--- src/design/integer_to_ascii_formatter_core_macros.svh ---
// assertion shorthands shared by the formatter modules
// every use needs clk and rst in scope
`ifndef INTEGER_TO_ASCII_FORMATTER_CORE_MACROS_SVH
`define INTEGER_TO_ASCII_FORMATTER_CORE_MACROS_SVH

// same-cycle implication
`define ITA_ASSERT_IMP(lbl, ante, cons, msg) \
  lbl: assert property (@(posedge clk) disable iff (rst) (ante) |-> (cons)) \
    else $error(msg);

// next-cycle implication
`define ITA_ASSERT_NXT(lbl, ante, cons, msg) \
  lbl: assert property (@(posedge clk) disable iff (rst) (ante) |=> (cons)) \
    else $error(msg);

`endif

--- src/design/ita_pkg.sv ---
`default_nettype none

package ita_pkg;

  // fixed field widths
  localparam int VALUE_W    = 64;
  localparam int WIDTH_W    = 6;
  localparam int CHAR_W     = 8;
  // digit storage sized for the widest octal text of a 64-bit value
  localparam int MAX_DIGITS = 22;
  localparam int ND_W       = 5;
  localparam int DIG_BITS   = MAX_DIGITS * 4;

  // radix codes, anything else is hex
  localparam logic [1:0] RADIX_DEC = 2'd0;
  localparam logic [1:0] RADIX_OCT = 2'd1;

  // ascii codes
  localparam logic [CHAR_W-1:0] CH_SPACE   = 8'h20;
  localparam logic [CHAR_W-1:0] CH_MINUS   = 8'h2D;
  localparam logic [CHAR_W-1:0] CH_ZERO    = 8'h30;
  localparam logic [CHAR_W-1:0] CH_UPPER_A = 8'h41;
  localparam logic [CHAR_W-1:0] CH_LOWER_A = 8'h61;
  localparam logic [CHAR_W-1:0] CH_TEN     = 8'd10;

  typedef logic [MAX_DIGITS-1:0][3:0] digits_t;

  typedef struct packed {
    logic [VALUE_W-1:0] value;
    logic [1:0]         radix;
    logic               upper_case;
    logic               negative;
    logic [WIDTH_W-1:0] width;
    logic               zero_fill;
    logic               left_justify;
  } in_t;

  typedef struct packed {
    logic [CHAR_W-1:0] out_char;
    logic              last;
  } out_t;

  // converted item handed from front to back, digit 0 is least significant
  typedef struct packed {
    digits_t            digits;
    logic [ND_W-1:0]    nd;
    logic               negative;
    logic [WIDTH_W-1:0] width;
    logic               zero_fill;
    logic               left_justify;
    logic               upper_case;
  } job_t;

  typedef enum logic [1:0] {
    F_IDLE,
    F_CONV,
    F_PUSH
  } front_state_t;

  typedef enum logic {
    B_IDLE,
    B_EMIT
  } back_state_t;

  // split bcd or binary bits into per-digit nibbles
  function automatic digits_t digit_vec(input logic dec, input logic oct,
                                        input logic [DIG_BITS-1:0] bcd_pad,
                                        input logic [DIG_BITS-1:0] bin_pad);
    digits_t r;
    for (int i = 0; i < MAX_DIGITS; i++) begin
      if (dec) begin
        r[i] = bcd_pad[4*i +: 4];
      end else if (oct) begin
        r[i] = {1'b0, bin_pad[3*i +: 3]};
      end else begin
        r[i] = bin_pad[4*i +: 4];
      end
    end
    return r;
  endfunction

  // digit nibble to ascii
  function automatic logic [CHAR_W-1:0] digit_char(input logic [3:0] d,
                                                   input logic upper);
    logic [CHAR_W-1:0] r;
    if (d < 4'd10) begin
      r = CH_ZERO + {4'b0000, d};
    end else begin
      r = (upper ? CH_UPPER_A : CH_LOWER_A) + {4'b0000, d} - CH_TEN;
    end
    return r;
  endfunction

endpackage

`default_nettype wire

--- src/design/integer_to_ascii_formatter_core.sv ---
// channel  | handshake             | payload
// ---------+-----------------------+------------------------------------------
// item     | push / full           | value, radix, upper_case, negative,
//          |                       | width, zero_fill, left_justify
// result   | pop / empty           | out_char, last (one transaction per char)
//
// front: per item, the accept cycle, one bit per cycle through the double-dabble
// shifter, then the job is handed to the queue, held there while the queue is full
// back: a load state takes a job from the queue, then one character per cycle while pops keep up
// sustained rate is set by the slower side; a two-entry job queue lets each side stall alone
// reset clears control state only and holds full high; nothing is kept between items
// full stays high from acceptance until the job is queued; a stalled pop backs up to it
`default_nettype none

module integer_to_ascii_formatter_core #(
  parameter int VALUE_BITS = 64
) (
  input  wire logic          clk,
  input  wire logic          rst,
  input  wire logic          push,
  output logic               full,
  input  wire ita_pkg::in_t  item,
  output logic               empty,
  input  wire logic          pop,
  output ita_pkg::out_t      result
);

  localparam int JOB_W = $bits(ita_pkg::job_t);

  ita_pkg::job_t     job;
  ita_pkg::job_t     head;
  logic [JOB_W-1:0]  q_din;
  logic [JOB_W-1:0]  q_dout;
  logic              q_push;
  logic              q_full;
  logic              q_pop;
  logic              q_empty;

  assign q_din = job;
  assign head  = q_dout;

  // conversion side
  ita_front #(
    .VALUE_BITS(VALUE_BITS)
  ) u_front (
    .clk    (clk),
    .rst    (rst),
    .push   (push),
    .item   (item),
    .full   (full),
    .q_full (q_full),
    .q_push (q_push),
    .job    (job)
  );

  // job queue between the two sides
  ita_queue #(
    .W(JOB_W)
  ) u_queue (
    .clk   (clk),
    .rst   (rst),
    .push  (q_push),
    .din   (q_din),
    .full  (q_full),
    .pop   (q_pop),
    .dout  (q_dout),
    .empty (q_empty)
  );

  // character emitter
  ita_back u_back (
    .clk     (clk),
    .rst     (rst),
    .head    (head),
    .q_empty (q_empty),
    .q_pop   (q_pop),
    .result  (result),
    .empty   (empty),
    .pop     (pop)
  );

endmodule

`default_nettype wire

--- src/design/ita_queue.sv ---
`default_nettype none
`include "integer_to_ascii_formatter_core_macros.svh"

module ita_queue #(
  parameter int W = 8
) (
  input  wire logic         clk,
  input  wire logic         rst,
  input  wire logic         push,
  input  wire logic [W-1:0] din,
  output logic              full,
  input  wire logic         pop,
  output logic [W-1:0]      dout,
  output logic              empty
);

  logic [1:0][W-1:0] slots;
  logic              wptr;
  logic              rptr;
  logic [1:0]        cnt;
  logic              do_push;
  logic              do_pop;

  assign full    = (cnt == 2'd2);
  assign empty   = (cnt == 2'd0);
  assign do_push = push && !full;
  assign do_pop  = pop && !empty;
  assign dout    = slots[rptr];

  // pointers and fill level
  always_ff @(posedge clk) begin
    if (rst) begin
      wptr <= 1'b0;
      rptr <= 1'b0;
      cnt  <= 2'd0;
    end else begin
      if (do_push) begin
        wptr <= !wptr;
      end
      if (do_pop) begin
        rptr <= !rptr;
      end
      case ({do_push, do_pop})
        2'b10:   cnt <= cnt + 2'd1;
        2'b01:   cnt <= cnt - 2'd1;
        default: cnt <= cnt;
      endcase
    end
  end

  // entry storage
  always_ff @(posedge clk) begin
    if (do_push) begin
      slots[wptr] <= din;
    end
  end

  `ITA_ASSERT_NXT(a_push_not_lost, do_push && !do_pop, !empty, "queue lost a transaction")
  `ITA_ASSERT_NXT(a_pop_frees, do_pop && !do_push, !full, "queue stayed full after pop")

endmodule

`default_nettype wire

--- src/design/ita_front.sv ---
`default_nettype none
`include "integer_to_ascii_formatter_core_macros.svh"

module ita_front #(
  parameter int VALUE_BITS = 64
) (
  input  wire logic         clk,
  input  wire logic         rst,
  input  wire logic         push,
  input  wire ita_pkg::in_t item,
  output logic              full,
  input  wire logic         q_full,
  output logic              q_push,
  output ita_pkg::job_t     job
);

  localparam int CNT_W      = $clog2(VALUE_BITS);
  localparam int DEC_DIGITS = (VALUE_BITS * 30103) / 100000 + 1;
  localparam int BCD_W      = 4 * DEC_DIGITS;
  localparam int DIG_BITS   = ita_pkg::DIG_BITS;
  localparam int ND_W       = ita_pkg::ND_W;

  ita_pkg::front_state_t state;
  ita_pkg::front_state_t state_next;

  logic [VALUE_BITS-1:0]         val;
  logic [VALUE_BITS-1:0]         bin;
  logic [BCD_W-1:0]              bcd;
  logic [ND_W-1:0]               nd;
  logic [CNT_W-1:0]              cnt;
  logic                          dec;
  logic                          oct;
  logic                          neg;
  logic [ita_pkg::WIDTH_W-1:0]   wid;
  logic                          zpad;
  logic                          left;
  logic                          upper;

  logic                          accept;
  logic [BCD_W-1:0]              bcd_adj;
  logic [BCD_W-1:0]              bcd_step;
  logic [VALUE_BITS-1:0]         bin_step;
  ita_pkg::digits_t              digs_step;
  logic                          nd_room;
  logic [3:0]                    dsel;
  logic [ND_W-1:0]               nd_step;

  assign accept = push && !full;

  // one double-dabble step per cycle, binary copy shifted alongside
  always_comb begin
    for (int i = 0; i < DEC_DIGITS; i++) begin
      bcd_adj[4*i +: 4] = (bcd[4*i +: 4] >= 4'd5) ? bcd[4*i +: 4] + 4'd3 : bcd[4*i +: 4];
    end
    bcd_step = {bcd_adj[BCD_W-2:0], val[VALUE_BITS-1]};
    bin_step = {bin[VALUE_BITS-2:0], val[VALUE_BITS-1]};
  end

  // digit count grows by at most one per shifted bit
  always_comb begin
    digs_step = ita_pkg::digit_vec(dec, oct,
                                   {{(DIG_BITS-BCD_W){1'b0}}, bcd_step},
                                   {{(DIG_BITS-VALUE_BITS){1'b0}}, bin_step});
    nd_room   = (nd < ND_W'(ita_pkg::MAX_DIGITS));
    dsel      = digs_step[nd_room ? nd : '0];
    nd_step   = nd + ND_W'(nd_room && (dsel != 4'd0));
  end

  // next state
  always_comb begin
    state_next = state;
    case (state)
      ita_pkg::F_IDLE: begin
        if (push) begin
          state_next = ita_pkg::F_CONV;
        end
      end
      ita_pkg::F_CONV: begin
        if (cnt == '0) begin
          state_next = ita_pkg::F_PUSH;
        end
      end
      ita_pkg::F_PUSH: begin
        if (!q_full) begin
          state_next = ita_pkg::F_IDLE;
        end
      end
      default: state_next = ita_pkg::F_IDLE;
    endcase
  end

  // outputs, no transaction is taken while reset is high
  always_comb begin
    full   = 1'b1;
    q_push = 1'b0;
    case (state)
      ita_pkg::F_IDLE: full = rst;
      ita_pkg::F_PUSH: q_push = !q_full;
      default: begin
        full   = 1'b1;
        q_push = 1'b0;
      end
    endcase
  end

  always_ff @(posedge clk) begin
    if (rst) begin
      state <= ita_pkg::F_IDLE;
    end else begin
      state <= state_next;
    end
  end

  // conversion datapath
  always_ff @(posedge clk) begin
    if (accept) begin
      val   <= item.value[VALUE_BITS-1:0];
      bin   <= '0;
      bcd   <= '0;
      nd    <= '0;
      cnt   <= CNT_W'(VALUE_BITS - 1);
      dec   <= (item.radix == ita_pkg::RADIX_DEC);
      oct   <= (item.radix == ita_pkg::RADIX_OCT);
      neg   <= item.negative;
      wid   <= item.width;
      zpad  <= item.zero_fill;
      left  <= item.left_justify;
      upper <= item.upper_case;
    end else if (state == ita_pkg::F_CONV) begin
      val <= {val[VALUE_BITS-2:0], 1'b0};
      bin <= bin_step;
      bcd <= bcd_step;
      nd  <= nd_step;
      cnt <= cnt - CNT_W'(1);
    end
  end

  // converted job, zero still prints one digit
  always_comb begin
    job.digits       = ita_pkg::digit_vec(dec, oct,
                                          {{(DIG_BITS-BCD_W){1'b0}}, bcd},
                                          {{(DIG_BITS-VALUE_BITS){1'b0}}, bin});
    job.nd           = (nd == '0) ? ND_W'(1) : nd;
    job.negative     = neg;
    job.width        = wid;
    job.zero_fill    = zpad;
    job.left_justify = left;
    job.upper_case   = upper;
  end

  `ITA_ASSERT_NXT(a_push_done, state == ita_pkg::F_PUSH && !q_full, state == ita_pkg::F_IDLE, "front held a pushed job")
  `ITA_ASSERT_IMP(a_nd_range, state == ita_pkg::F_CONV, nd <= ND_W'(ita_pkg::MAX_DIGITS), "digit count overflow")

endmodule

`default_nettype wire

--- src/design/ita_back.sv ---
`default_nettype none
`include "integer_to_ascii_formatter_core_macros.svh"

module ita_back (
  input  wire logic          clk,
  input  wire logic          rst,
  input  wire ita_pkg::job_t head,
  input  wire logic          q_empty,
  output logic               q_pop,
  output ita_pkg::out_t      result,
  output logic               empty,
  input  wire logic          pop
);

  localparam int WW = ita_pkg::WIDTH_W;

  ita_pkg::back_state_t state;
  ita_pkg::back_state_t state_next;

  ita_pkg::digits_t            digits;
  logic                        upper;
  logic [WW-1:0]               k;
  logic [WW-1:0]               lead_end;
  logic [WW-1:0]               sign_end;
  logic [WW-1:0]               zero_end;
  logic [WW-1:0]               dig_end;
  logic [WW-1:0]               count;
  logic                        out_valid;
  logic [ita_pkg::CHAR_W-1:0]  out_char;
  logic                        out_last;

  logic [WW-1:0]               total;
  logic [WW-1:0]               pad;
  logic [WW-1:0]               lead_new;
  logic [WW-1:0]               sign_new;
  logic [WW-1:0]               zero_new;
  logic [WW-1:0]               dig_new;
  logic [WW-1:0]               count_new;
  logic                        adv;
  logic                        last_char;
  logic [WW-1:0]               didx;
  logic [3:0]                  dsel;
  logic [ita_pkg::CHAR_W-1:0]  ch;

  // field layout of the job at the queue head
  always_comb begin
    total     = WW'(head.nd) + WW'(head.negative);
    pad       = (head.width > total) ? head.width - total : '0;
    lead_new  = (!head.left_justify && !head.zero_fill) ? pad : '0;
    sign_new  = lead_new + WW'(head.negative);
    zero_new  = sign_new + ((!head.left_justify && head.zero_fill) ? pad : '0);
    dig_new   = zero_new + WW'(head.nd);
    count_new = dig_new + (head.left_justify ? pad : '0);
  end

  // character at position k
  always_comb begin
    didx = dig_end - WW'(1) - k;
    dsel = (didx < WW'(ita_pkg::MAX_DIGITS)) ? digits[didx[ita_pkg::ND_W-1:0]] : 4'd0;
    if (k < lead_end) begin
      ch = ita_pkg::CH_SPACE;
    end else if (k < sign_end) begin
      ch = ita_pkg::CH_MINUS;
    end else if (k < zero_end) begin
      ch = ita_pkg::CH_ZERO;
    end else if (k < dig_end) begin
      ch = ita_pkg::digit_char(dsel, upper);
    end else begin
      ch = ita_pkg::CH_SPACE;
    end
    last_char = (k == count - WW'(1));
  end

  assign adv = (state == ita_pkg::B_EMIT) && (!out_valid || pop);

  // next state
  always_comb begin
    state_next = state;
    case (state)
      ita_pkg::B_IDLE: begin
        if (!q_empty) begin
          state_next = ita_pkg::B_EMIT;
        end
      end
      ita_pkg::B_EMIT: begin
        if (adv && last_char) begin
          state_next = ita_pkg::B_IDLE;
        end
      end
      default: state_next = ita_pkg::B_IDLE;
    endcase
  end

  // outputs
  always_comb begin
    q_pop = 1'b0;
    case (state)
      ita_pkg::B_IDLE: q_pop = !q_empty;
      default:         q_pop = 1'b0;
    endcase
  end

  always_ff @(posedge clk) begin
    if (rst) begin
      state     <= ita_pkg::B_IDLE;
      out_valid <= 1'b0;
    end else begin
      state <= state_next;
      if (adv) begin
        out_valid <= 1'b1;
      end else if (pop) begin
        out_valid <= 1'b0;
      end
    end
  end

  // job registers and character counter
  always_ff @(posedge clk) begin
    if (q_pop) begin
      digits   <= head.digits;
      upper    <= head.upper_case;
      lead_end <= lead_new;
      sign_end <= sign_new;
      zero_end <= zero_new;
      dig_end  <= dig_new;
      count    <= count_new;
      k        <= '0;
    end else if (adv) begin
      k <= k + WW'(1);
    end
  end

  // result register
  always_ff @(posedge clk) begin
    if (adv) begin
      out_char <= ch;
      out_last <= last_char;
    end
  end

  assign empty           = !out_valid;
  assign result.out_char = out_char;
  assign result.last     = out_last;

  `ITA_ASSERT_IMP(a_k_range, state == ita_pkg::B_EMIT, k < count, "character index past field end")
  `ITA_ASSERT_NXT(a_last_idle, adv && last_char, state == ita_pkg::B_IDLE && out_last, "last character not closing the job")

endmodule

`default_nettype wire

--- config.mk ---
export PLATFORM = sky130hd
export DESIGN_NAME = integer_to_ascii_formatter_core
export DESIGN_NICKNAME = d
export VERILOG_FILES = /design/src/design/ita_pkg.sv /design/src/design/integer_to_ascii_formatter_core.sv /design/src/design/ita_queue.sv /design/src/design/ita_front.sv /design/src/design/ita_back.sv
export VERILOG_INCLUDE_DIRS = /design/src /design/src/design
export SDC_FILE = /design/constraint.sdc
export NUM_CORES = 1
export LEC_CHECK = 0
export ABC_AREA = 1
export BUFFER_PORTS_ARGS = -buffer_cell sky130_fd_sc_hd__buf_2
export CORE_MARGIN = 8
export CORE_UTILIZATION = 58
export DETAILED_ROUTE_END_ITERATION = 16
export HOLD_SLACK_MARGIN = 0.06
export PLACE_DENSITY = 0.73
export SYNTH_ARGS = -nofsm -noshare
export SYNTH_HDL_FRONTEND = slang
export SYNTH_SLANG_ARGS = --single-unit
--- constraint.sdc ---
create_clock -name clk -period 12.35 [get_ports clk]
set_input_delay 0.6175 -clock clk [delete_from_list [all_inputs] [get_ports clk]]
set_output_delay 0.6175 -clock clk [all_outputs]
set_load 0.01 [all_outputs]
* Word level (Yosys, flattened, before mapping) *
Cells that the tools add are included.

cells by class
  bitwise operators = 2
  mux-type cells = 144
  add/sub/neg operators = 37
  magnitude comparators = 33
  shift-type cells = 0
  reductions and logical operators = 30
  $mul = 0
  eq/ne operators = 10
  div/mod/pow operators = 0

operator list
  cell                 number
  $mux 4               99
  $mux 103             3
  $bwmux 206           1
  $mux 64              2
  $demux 103 s1        1
  $ge 4x3->1 const B   20
  $add 4x2->4 const B  19
  $bmux 4 s5           2
  $mux 3               11
  $mux 6               5
  $lt 6x6->1           4
  $mux 5               4
  $sub 6x1->6 const B  3
  $add 6x6->6          2
  $lt 5x6->1 const B   2
  $sub 6x6->6          2
  $logic_and 1x1->1    9
  $mux 1               9
  $add 8x4->8          1
  $logic_not 1->1      8
  $mux 8               1
  $sub 8x4->8 const B  1
  $add 6x4->7 const A  1
  $add 5x1->6          1
  other kinds (32)     45

storage, ports and cells
  memory bits (writable) = 0
  memories = 0
  latch bits = 0
  register bits = 579
  memory bits (read-only) = 0

* Depth between registers and ports, before layout *
  depth after elaboration = 11
  mapped depth = 37
  depth with buffers taken out = 35

* Hierarchy *
From an unflattened synthesis, not the netlist that was laid out.

second synthesis, totals
  cells, all modules = 3104
  area total of the unflattened synthesis = 27965.6 um^2

modules (own cells, without submodules)
  module     times used  cells each  seq. area each (um^2)  area an instance (um^2)
  ita_front  1           1778        5405.2                 12806.0
  ita_queue  1           576         6266.0                 7733.7
  ita_back   1           750         3973.8                 7425.9

* Worst setup path after synthesis *
No wires, ideal clock.

  path type = register to register
  start point = reg u_queue.cnt[0]
  end point = reg u_queue.cnt[1]
  buffers on the path = 0
  stages on the path, launching flop included = 8
  arrival = 7.468 ns
  library setup time = 0.122 ns
  path slack = 4.760 ns
  period minus slack after synthesis = 7.590 ns
  cell sequence = dfxtp_1 -> inv_1 -> a21oi_1 -> ha_1 -> a21oi_1 -> o21ai_0 -> o21ai_0 -> a21oi_1

between the ends
  longest elaborated chain between the ends = 6
  elaborated cells between the ends (all ways) = 14
  classes of those cells = 2 x add/sub; 3 x eq/ne; 3 x mux; 6 x reduce/logical

ends and longest elaborated chain
  item                                                    line                                   RTL
  start: declaration                                      ita_queue.sv:20                        logic [1:0] cnt;
  start signal: assignment                                ita_queue.sv:44                        2'b10: cnt <= cnt + 2'd1;
  start signal: assignment                                ita_queue.sv:45                        2'b01: cnt <= cnt - 2'd1;
  start signal: assignment                                ita_queue.sv:46                        default: cnt <= cnt;
  $logic_not 2->1 (*)                                     ita_queue.sv:25                        assign empty = (cnt == 2'd0);
  $logic_not 1->1 (*)                                     n/a
  $mux 1 (*)                                              ita_back.sv:97                         case (state)
  via q_pop                                               integer_to_ascii_formatter_core.sv:36  logic q_pop;
  $logic_and 1x1->1 (*)                                   ita_queue.sv:27                        assign do_pop = pop && !empty;
  $eq 2x1->1 / $eq 2x2->1 (equally long branches)         ita_queue.sv:43                        case ({do_push, do_pop})
  $pmux 2 s2 / $reduce_bool 2->1 (equally long branches)  n/a

The timed path passes the listed nets; every way through them passes the cells marked *.
A chain may end at the register's enable or synchronous reset.

* Final worst setup path *
  start point = reg u_queue.rptr
  end point = reg u_back.count[5], data pin

between the ends
  longest elaborated chain between the ends = 10
  elaborated cells between the ends (all ways) = 17
  classes of those cells = 6 x add/sub; 1 x order compare; 6 x mux; 4 x reduce/logical

ends and longest elaborated chain
  item                                              line             RTL
  start: declaration                                ita_queue.sv:19  logic rptr;
  start signal: assignment                          ita_queue.sv:41  rptr <= !rptr;
  $mux 103 (implied by the code) (*) (2 in series)  ita_queue.sv:28  assign dout = slots[rptr];
  $add 5x1->6                                       ita_back.sv:47   total = WW'(head.nd) + WW'(head.negative);
  $sub 6x6->6 / $gt 6x6->1 (equally long branches)  ita_back.sv:48   pad = (head.width > total) ? head.width - total : '0;
  $mux 6                                            ita_back.sv:48
  $mux 6 (*)                                        ita_back.sv:49   lead_new = (!head.left_justify && !head.zero_fill) ? pad : '0;
  via u_back.lead_new[0]                            ita_back.sv:34   logic [WW-1:0] lead_new;
  $add 6x1->6 (*)                                   ita_back.sv:50   sign_new = lead_new + WW'(head.negative);
  via u_back.sign_new[1]                            ita_back.sv:35   logic [WW-1:0] sign_new;
  $add 6x6->6 (*)                                   ita_back.sv:51   zero_new = sign_new + ((!head.left_justify && head.zero_fill) ? pad : '0);
  via u_back.zero_new[1]                            ita_back.sv:36   logic [WW-1:0] zero_new;
  $add 6x5->6 (*)                                   ita_back.sv:52   dig_new = zero_new + WW'(head.nd);
  via u_back.dig_new[2]                             ita_back.sv:37   logic [WW-1:0] dig_new;
  $add 6x6->6 (*)                                   ita_back.sv:53   count_new = dig_new + (head.left_justify ? pad : '0);
  via u_back.count_new[5]                           ita_back.sv:38   logic [WW-1:0] count_new;
  end signal: assignment                            ita_back.sv:126  count <= count_new;
  end: declaration                                  ita_back.sv:27   logic [WW-1:0] count;

The timed path passes the listed nets; every way through them passes the cells marked *. The select of a mux whose other input is x is not followed.

==> metrics.txt <==
FFs w/ async S/R, synth=0%; Worst-Margin Slew=1240 ps; via/cell ratio=5.64; post-synthesis mux area share=0.0368%; placer congestion estimate=0.916; clock sink total=565; combinational family with the most area after synthesis=simple AND/OR/NAND/NOR gates; IO Pins=91; Root Buffer Master=clkbuf_16; EDFF count, synth=397; reg-to-reg slack, setup=5320 ps; drt drc=0; initial antenna violation count=0; Setup TNS=0 ps; worst path required time=12720 ps; DR WL/cell=17.3 um; CTS Buf Count=58; post-synthesis compound-gate area fraction=10.9%; worst vdd ir=0.269 mV; Critical path origin=u_queue.rptr; M3 GR Usage=3.26%; fmax=142 MHz; # resized after CTS=0; fillcell total=3707; flops & latches, synth=565; CTS tree=built; Static Leak=0.0129 uW; Area after DPL=28000 um^2; Initial Util=58.6%; fin crit share=57.0%; Horiz. Die Dim=233 um; final worst slack=5320 ps; grt met2 use=38.7%; clock tree buffer depth=3; reg2reg end=u_back.count[5]; Layout area overhead=10.1%; vias post-DR=20700; predominant post-synthesis flop cell=edfxtp_1; sequential area share after synthesis=56.2%; First-pass DRT Iterations=6; first-pass GRT wire length=102000 um; status=finished clean; P_int=4580 uW; Setup Buffers After CTS=0; switching part of the total power=40.4%; Site Rows=79; count of final hold-check violations=0; Rel. slew slack=17.5%; post-route insts no fill=3676; Antenna Cells=0; GRT Overall Usage=23.2%; Setup-failing EPs final=0; Die Ht=233 um; clock power share=22.7%; share of cells above drive strength 1=8.73%; Core ar.=46500 um^2; H-tree lvl count=2; Die Area=54100 um^2; placed insts=3567; Post-Synth XOR/XNOR Area=1.58%; cts hold-fix bufs=0; critical path endpoint category=register; Adder-Cell Fraction of Synth Area=4.97%; multi-input logic area=10200 um^2; critical path launch point type=register; total grt overflow=0; synthesized cell area=27200 um^2; WL final=63500 um; Worst-Skew Late Latency=610 ps; vias in the first global route=20100; FF+latch area=15300 um^2; synthesized instance count=2982; Sequential Power Share=36.0%; design area=30000 um^2; Yosys Warn Count=0; Hold WS=178 ps; Synth cell types=52; max-cap viol count=0; Port Buf Inserts=89; Area contributors post-synth=edfxtp_1 (44%), nand2_1 (12%), dfxtp_1 (12%), ha_1 (4.6%), o21ai_0 (4.2%); Critical Path Max Stage Delay=760 ps; Synth area leader=edfxtp_1; pin count of the biggest net entering global routing=106; Post-Synth Simple-Gate Area=19.8%; dpl hpwl=42400 um; CTS clk-pin slew, worst paths=60 ps; Placement Setup Slack=5350 ps; top-count cell post-synth=nand2_1; FF-to-FF Start=u_queue.rptr; syn nets=3167; Iteration-0 DRC Markers=1982; NumNets Final=3205; combinational power share=41.2%; Reg2Reg Depth=29; RSZ-0062 raised after global routing=false; Worst Setup EP=u_back.count[5]; Setup CP Type=reg -> reg; GR Util met1=31.0%; most frequent cell on the critical path=ha_1; CP arrival=7410 ps; max-slew violation count=0; post-layout min period=7030 ps; worst-path fanout max=82; layer with the highest usage=met2; power density over cell area=256 nW/um^2; Hold WC Path Type=in -> reg; antenna viol nets, final=0; synthesized area per cell=9.13 um^2; top cell type's share of synthesized area=43.8%; most instantiated cells after synthesis=nand2_1 (905), edfxtp_1 (397), inv_1 (305); Post-Route Skew=26.1 ps; Sw Pwr=3100 uW; Slowest cell on crit path=buf_4
==> per-stage QoR <==
stage | util, % | total power, uW
2_1_floorplan | - | 5170
3_3_place_gp | 60.3 | 5820
3_5_place_dp | 60.3 | 5940
4_1_cts | 64.5 | 7690
5_1_grt | 64.5 | 8200
6_report | 64.5 | 7680
==> cells by family (layout without fill, tap and decap cells) <==
| group | Yosys count | after routing |
|---|---|---|
| buffers and inverters | 452 | 539 |
| and+or+nand+nor | 1291 | 1291 |
| muxes | 1 | 1 |
| DFF | 565 | 565 |
| AOI/OAI and AO/OA | 520 | 520 |
| xor gates and xnor gates | 47 | 47 |
| other | 1 | 1 |
| adders and majority gates | 105 | 105 |
==> power groups by stage <==
| stage | combinational (uW) | sequential [uW] | clock [uW] |
|---|---|---|---|
| after detailed placement | 3140 | 2800 | 0 |
| after global routing | 3550 | 2810 | 1840 |
| after CTS | 3160 | 2770 | 1770 |
| after floorplan | 2380 | 2780 | 0 |
| final | 3170 | 2770 | 1750 |
| after global placement | 3020 | 2790 | 0 |
==> cells in the final DEF, fill, tap and decap left out, drive strengths merged, types with 5 or more instances in the layout <==
cell type,synthesis,routed
nand3b,8,8
o22ai,41,41
nand2,924,924
dfxtp,168,168
ha,100,100
clkbuf,76,83
clkinv,3,17
or2,13,13
o21ai,235,235
nand3,176,176
fa,5,5
xnor2,11,11
nor3,18,18
inv,317,319
a21oi,127,127
nand4,14,14
a22oi,80,80
xor2,36,36
o21bai,8,8
buf,56,110
nor2,133,133
clkinvlp,0,6
o211ai,15,15
edfxtp,397,397
==> worst min-delay path by stage <==
stage	start	endpoint	cells past startpoint
2_1_floorplan	u_front.upper	u_queue.slots[0]	0
3_3_place_gp	u_front.wid[1]	u_queue.slots[107]	0
3_5_place_dp	u_front.wid[0]	u_queue.slots[3]	0
4_1_cts	item[6]	u_front.wid[4]	1
5_1_grt	item[4]	u_front.wid[2]	1
6_report	item[7]	u_front.wid[5]	1
==> final cells by class <==
cell class                 instances  share of cell area (%)
inverter                         320                    4.03
clock buffer                      83                    5.57
multi-input combinational       1965                    34.0
timing repair buffer             110                    2.01
tap                              607                    2.54
sequential                       565                    51.0
clock inverter                    26                   0.823
==> critical path, delay by kind of cell (launching register included) <==
| family | cells | cell delay, ps |
|---|---|---|
| flops | 1 | 500 |
| fa+ha+maj | 6 | 2240 |
| compound gates | 5 | 780 |
| simple gates | 11 | 1370 |
| xor+xnor | 3 | 550 |
| buf+inv | 4 | 1280 |
==> registers in the layout, summed over array words and instances (netlist names), 2 cells and up <==
name / count
u_queue.slots: 198
u_back.digits: 84
u_front.bcd: 80
u_front.val: 64
u_front.bin: 63
u_back.out_char: 7
u_back.count: 6
u_back.dig_end: 6
u_back.k: 6
u_back.lead_end: 6
u_back.sign_end: 6
u_back.zero_end: 6
u_front.cnt: 6
u_front.wid: 6
u_front.nd: 5
u_front.state: 2
u_queue.cnt: 2
==> routing by layer <==
metal  vias to the layer above  share of wire [%]
met2                       694                 47
met1                      9813                 43
met3                       141                6.6
met4                         0                3.0
met5                         -                  0
li1                      10100                  -
(Power assumes the default switching activity.)
